$ cat src/rtl/tlpw_ram.sv
// ----------------------------------------------------------------------------
// tlpw_ram
// Generic simple dual-port RAM with one write port and a registered read.
// ----------------------------------------------------------------------------
`default_nettype none

module tlpw_ram #(
	parameter int WIDTH = 8,
	parameter int DEPTH = 16
) (
	input  wire logic                                       clk,
	input  wire logic                                       we,
	input  wire logic [((DEPTH > 1) ? $clog2(DEPTH) : 1)-1:0] waddr,
	input  wire logic [WIDTH-1:0]                           wdata,
	input  wire logic [((DEPTH > 1) ? $clog2(DEPTH) : 1)-1:0] raddr,
	output logic      [WIDTH-1:0]                           rdata
);

	logic [WIDTH-1:0] mem_q [DEPTH];

	always_ff @(posedge clk) begin
		if (we) begin
			mem_q[waddr] <= wdata;
		end
		rdata <= mem_q[raddr];
	end

endmodule

`default_nettype wire

$ cat config.mk
export PLATFORM = sky130hd
export DESIGN_NAME = tlpw_ram
export DESIGN_NICKNAME = d
export VERILOG_FILES = /design/src/rtl/tlpw_ram.sv
export SDC_FILE = /design/constraint.sdc
export NUM_CORES = 1
export LEC_CHECK = 0
export BUFFER_PORTS_ARGS = -buffer_cell sky130_fd_sc_hd__buf_2
export CAP_MARGIN = 20
export CORE_MARGIN = 3
export CORE_UTILIZATION = 59
export CTS_CLUSTER_SIZE = 20
export DETAILED_ROUTE_END_ITERATION = 16
export PLACE_DENSITY = 0.83
export SETUP_SLACK_MARGIN = 0.3
export SYNTH_ARGS = -nofsm -noshare
export SYNTH_HDL_FRONTEND = slang
export SYNTH_SLANG_ARGS = --single-unit
export TNS_END_PERCENT = 20
$ cat constraint.sdc
create_clock -name clk -period 5.1 [get_ports clk]
set_input_delay 0.51 -clock clk [delete_from_list [all_inputs] [get_ports clk]]
set_output_delay 0.51 -clock clk [all_outputs]
set_load 0.01 [all_outputs]
==> impl_metrics.tcl <==
set metrics [dict create \
    grt_max_degree 33 \
    dieArea_sq_um 9880 \
    dpl_cell_area_sq_um 5350 \
    ir_drop_uv 269 \
    ys_seq_area_share_pct 77.8 \
    finalCritPeriodShare_pct 37.8 \
    fin_nets 285 \
    synth.avg_cell_area_sq_um 22.5 \
    power.share.sequential_pct 48.6 \
    post-cts-setup-buffers 0 \
    clkLatencyLatePin_ns 0.52 \
    finalSetupTns_ns 0 \
    cp.arrival_ns 2.30 \
    dp.cells 353 \
    p_sw_share_pct 19.6 \
    fp.coreArea_sq_um 8340 \
    grt-ovfl-total 0 \
    postCtsResizedCells 0 \
    grt_pass1_wl_microns 15400 \
    final_max_slew_viol_count 0 \
    layout_min_cycle_time_ns 1.93 \
    status "finished clean" \
    area_growth_pct 15.5 \
    critical_path_class "input port to register" \
    drive_above_1_share_pct 27.5 \
    clock_sinks 136 \
    die_y_microns 99.4 \
    setup_viol 0 \
    critical_path.cell_chain "buf_2 > mux4_2 > a22oi_1 > nand2_1" \
    htree_levels 4 \
    clock_power_share_pct 47.2 \
    startpoint_type "input port" \
    synth.top_cell.area_share_pct 74.7 \
    first_iter_violations 223 \
    power_frac_comb_pct 4.3 \
    p_leak_uw 0.00201 \
    finalInstanceArea_sq_um 5940 \
    slowest_delay_ns 0.76 \
    cts_buffers 17 \
    io_pins 26 \
    yosysTopAreaCell "edfxtp_1" \
    slew_headroom_pct 31.6 \
    drtAntennaViolNets 0 \
    power_switching_uw 509 \
    finalHoldViolCount 0 \
    port_buffers 25 \
    required_ns 5.47 \
    place_congestion 0.704 \
    cts_root_buf "clkbuf_8" \
    ys_warn_count 0 \
    routed_wl_microns 10100 \
    syn_nets 247 \
    hold_class "input port to register" \
    wl_per_cell_microns 26.1 \
    cp_slowest_cell "buf_2" \
    finalPower_uw 2590 \
    cts_hold_buf 0 \
    cts_tree "built" \
    timing.fmax_mhz 519 \
    start_util_pct 61.7 \
    dr_total_vias 2394 \
    skew_ns 0.00913 \
    grt_pass1_vias 2482 \
    row_count 33 \
    internal-power_uw 2080 \
    yosysUniqueCellTypes 19 \
    cp-end-kind "register" \
    dr.pass1.iters 5 \
    track_usage_pct 22.6 \
    syn_inst 229 \
    worstMarginPinSlew_ns 1.03 \
    drc_errors 0 \
    cts_max_path_buffers 2 \
    dpl.hpwl_microns 5640 \
    clk_pin_slew_ns 0.06 \
    layout_commonest_cell "edfxtp_1" \
    netlist_top_cells_area "edfxtp_1 (75%), mux4_2 (7.9%), mux4_1 (7.1%)" \
    synth_area_sq_um 5150 \
    dieWidth_microns 99.4 \
    final_cell_mix "edfxtp_1 (128), buf_2 (26), mux4_2 (18), a22oi_1 (16), clkbuf_16 (16)" \
    viasPerCell 6.22 \
    fin_cells 385 \
    worstPathMaxFanout 32 \
    ys_seq_elements 136 \
    antenna_found_initial 0 \
    drv_cap 0 \
    antenna_cells 0 \
    rsz0062_at_grt "false" \
    power.density_nw_per_um2 436 \
]
[layer usage]
| layer | global-route usage, % | wire length [microns] |
|---|---|---|
| met1 | 31.9 | 3950 |
| met2 | 35.2 | 5240 |
| met3 | 5.40 | 782 |
| met4 | 8.40 | 84 |
| met5 | 0 | 0 |
[power groups by stage]
stage / Sequential (uW) / Clock [uW] / Combinational [uW]
final: 1260 / 1220 / 110
after global routing: 1260 / 1290 / 121
after CTS: 1260 / 1240 / 112
after detailed placement: 1280 / 0 / 110
after global placement: 1280 / 0 / 106
after floorplan: 1280 / 0 / 63.4
[final cells by class]
type | instances | area, sq um
Sequential cell | 136 | 4000
Fill cell | 486 | 2400
Multi-Input combinational cell | 83 | 1060
Clock buffer | 18 | 418
Clock inverter | 14 | 181
Timing Repair Buffer | 29 | 153
Tap cell | 105 | 131
[cell usage after synthesis (all sizes together)]
cell,n
and2,1
nand2b,2
nor2b,1
nand3,1
nand2,9
mux4,32
dfxtp,8
nor2,13
a22oi,16
buf,7
edfxtp,128
clkdlybuf4s25,3
nand3b,2
nor3,4
and2b,1
or3b,1
[worst max-delay path: cells and delay by family]
family | cells | cell delay (ns)
AOI/OAI and AO/OA | 1 | 0.24
buffers and inverters | 1 | 0.76
muxes | 1 | 0.62
and+or+nand+nor | 1 | 0.15
[path summary, 6_finish.rpt]
kind / from / end / slack (ns) / cells after the start
worst min-delay path: wdata[5] / mem_q[9][5] / 0.38 / 1
worst max-delay path: raddr[0] / rdata[6] / 3.17 / 4
worst max register to register: mem_q[3][6] / rdata[6] / 3.66 / 3
worst min register to register: mem_q[15][0] / rdata[0] / 0.67 / 3
[registers in the layout, indices dropped and copies added, names as in the netlist]
signal and flops:
rdata 8, mem_q 128
[logic make-up after synthesis]
group                  count (synthesis)  synth area share [%]
flip-flops                           136                  77.8
AND/OR/NAND/NOR                       35                  3.18
AO/OA/AOI/OAI                         16                  2.33
multiplexers                          32                  15.0
buffers and inverters                 10                  1.68
[metrics by stage]
stage | worst slack [ns] | hold slack [ns] | utilization [%]
6_report | 3.17 | 0.382 | 71.3
5_1_grt | 3.03 | 0.377 | 71.3
4_1_cts | 3.14 | 0.371 | 71.3
3_5_place_dp | 2.61 | 0.654 | 64.1
3_3_place_gp | 2.54 | 0.645 | 64.0
2_1_floorplan | 3.10 | 0.609 | -
(Power assumes the default switching activity.)
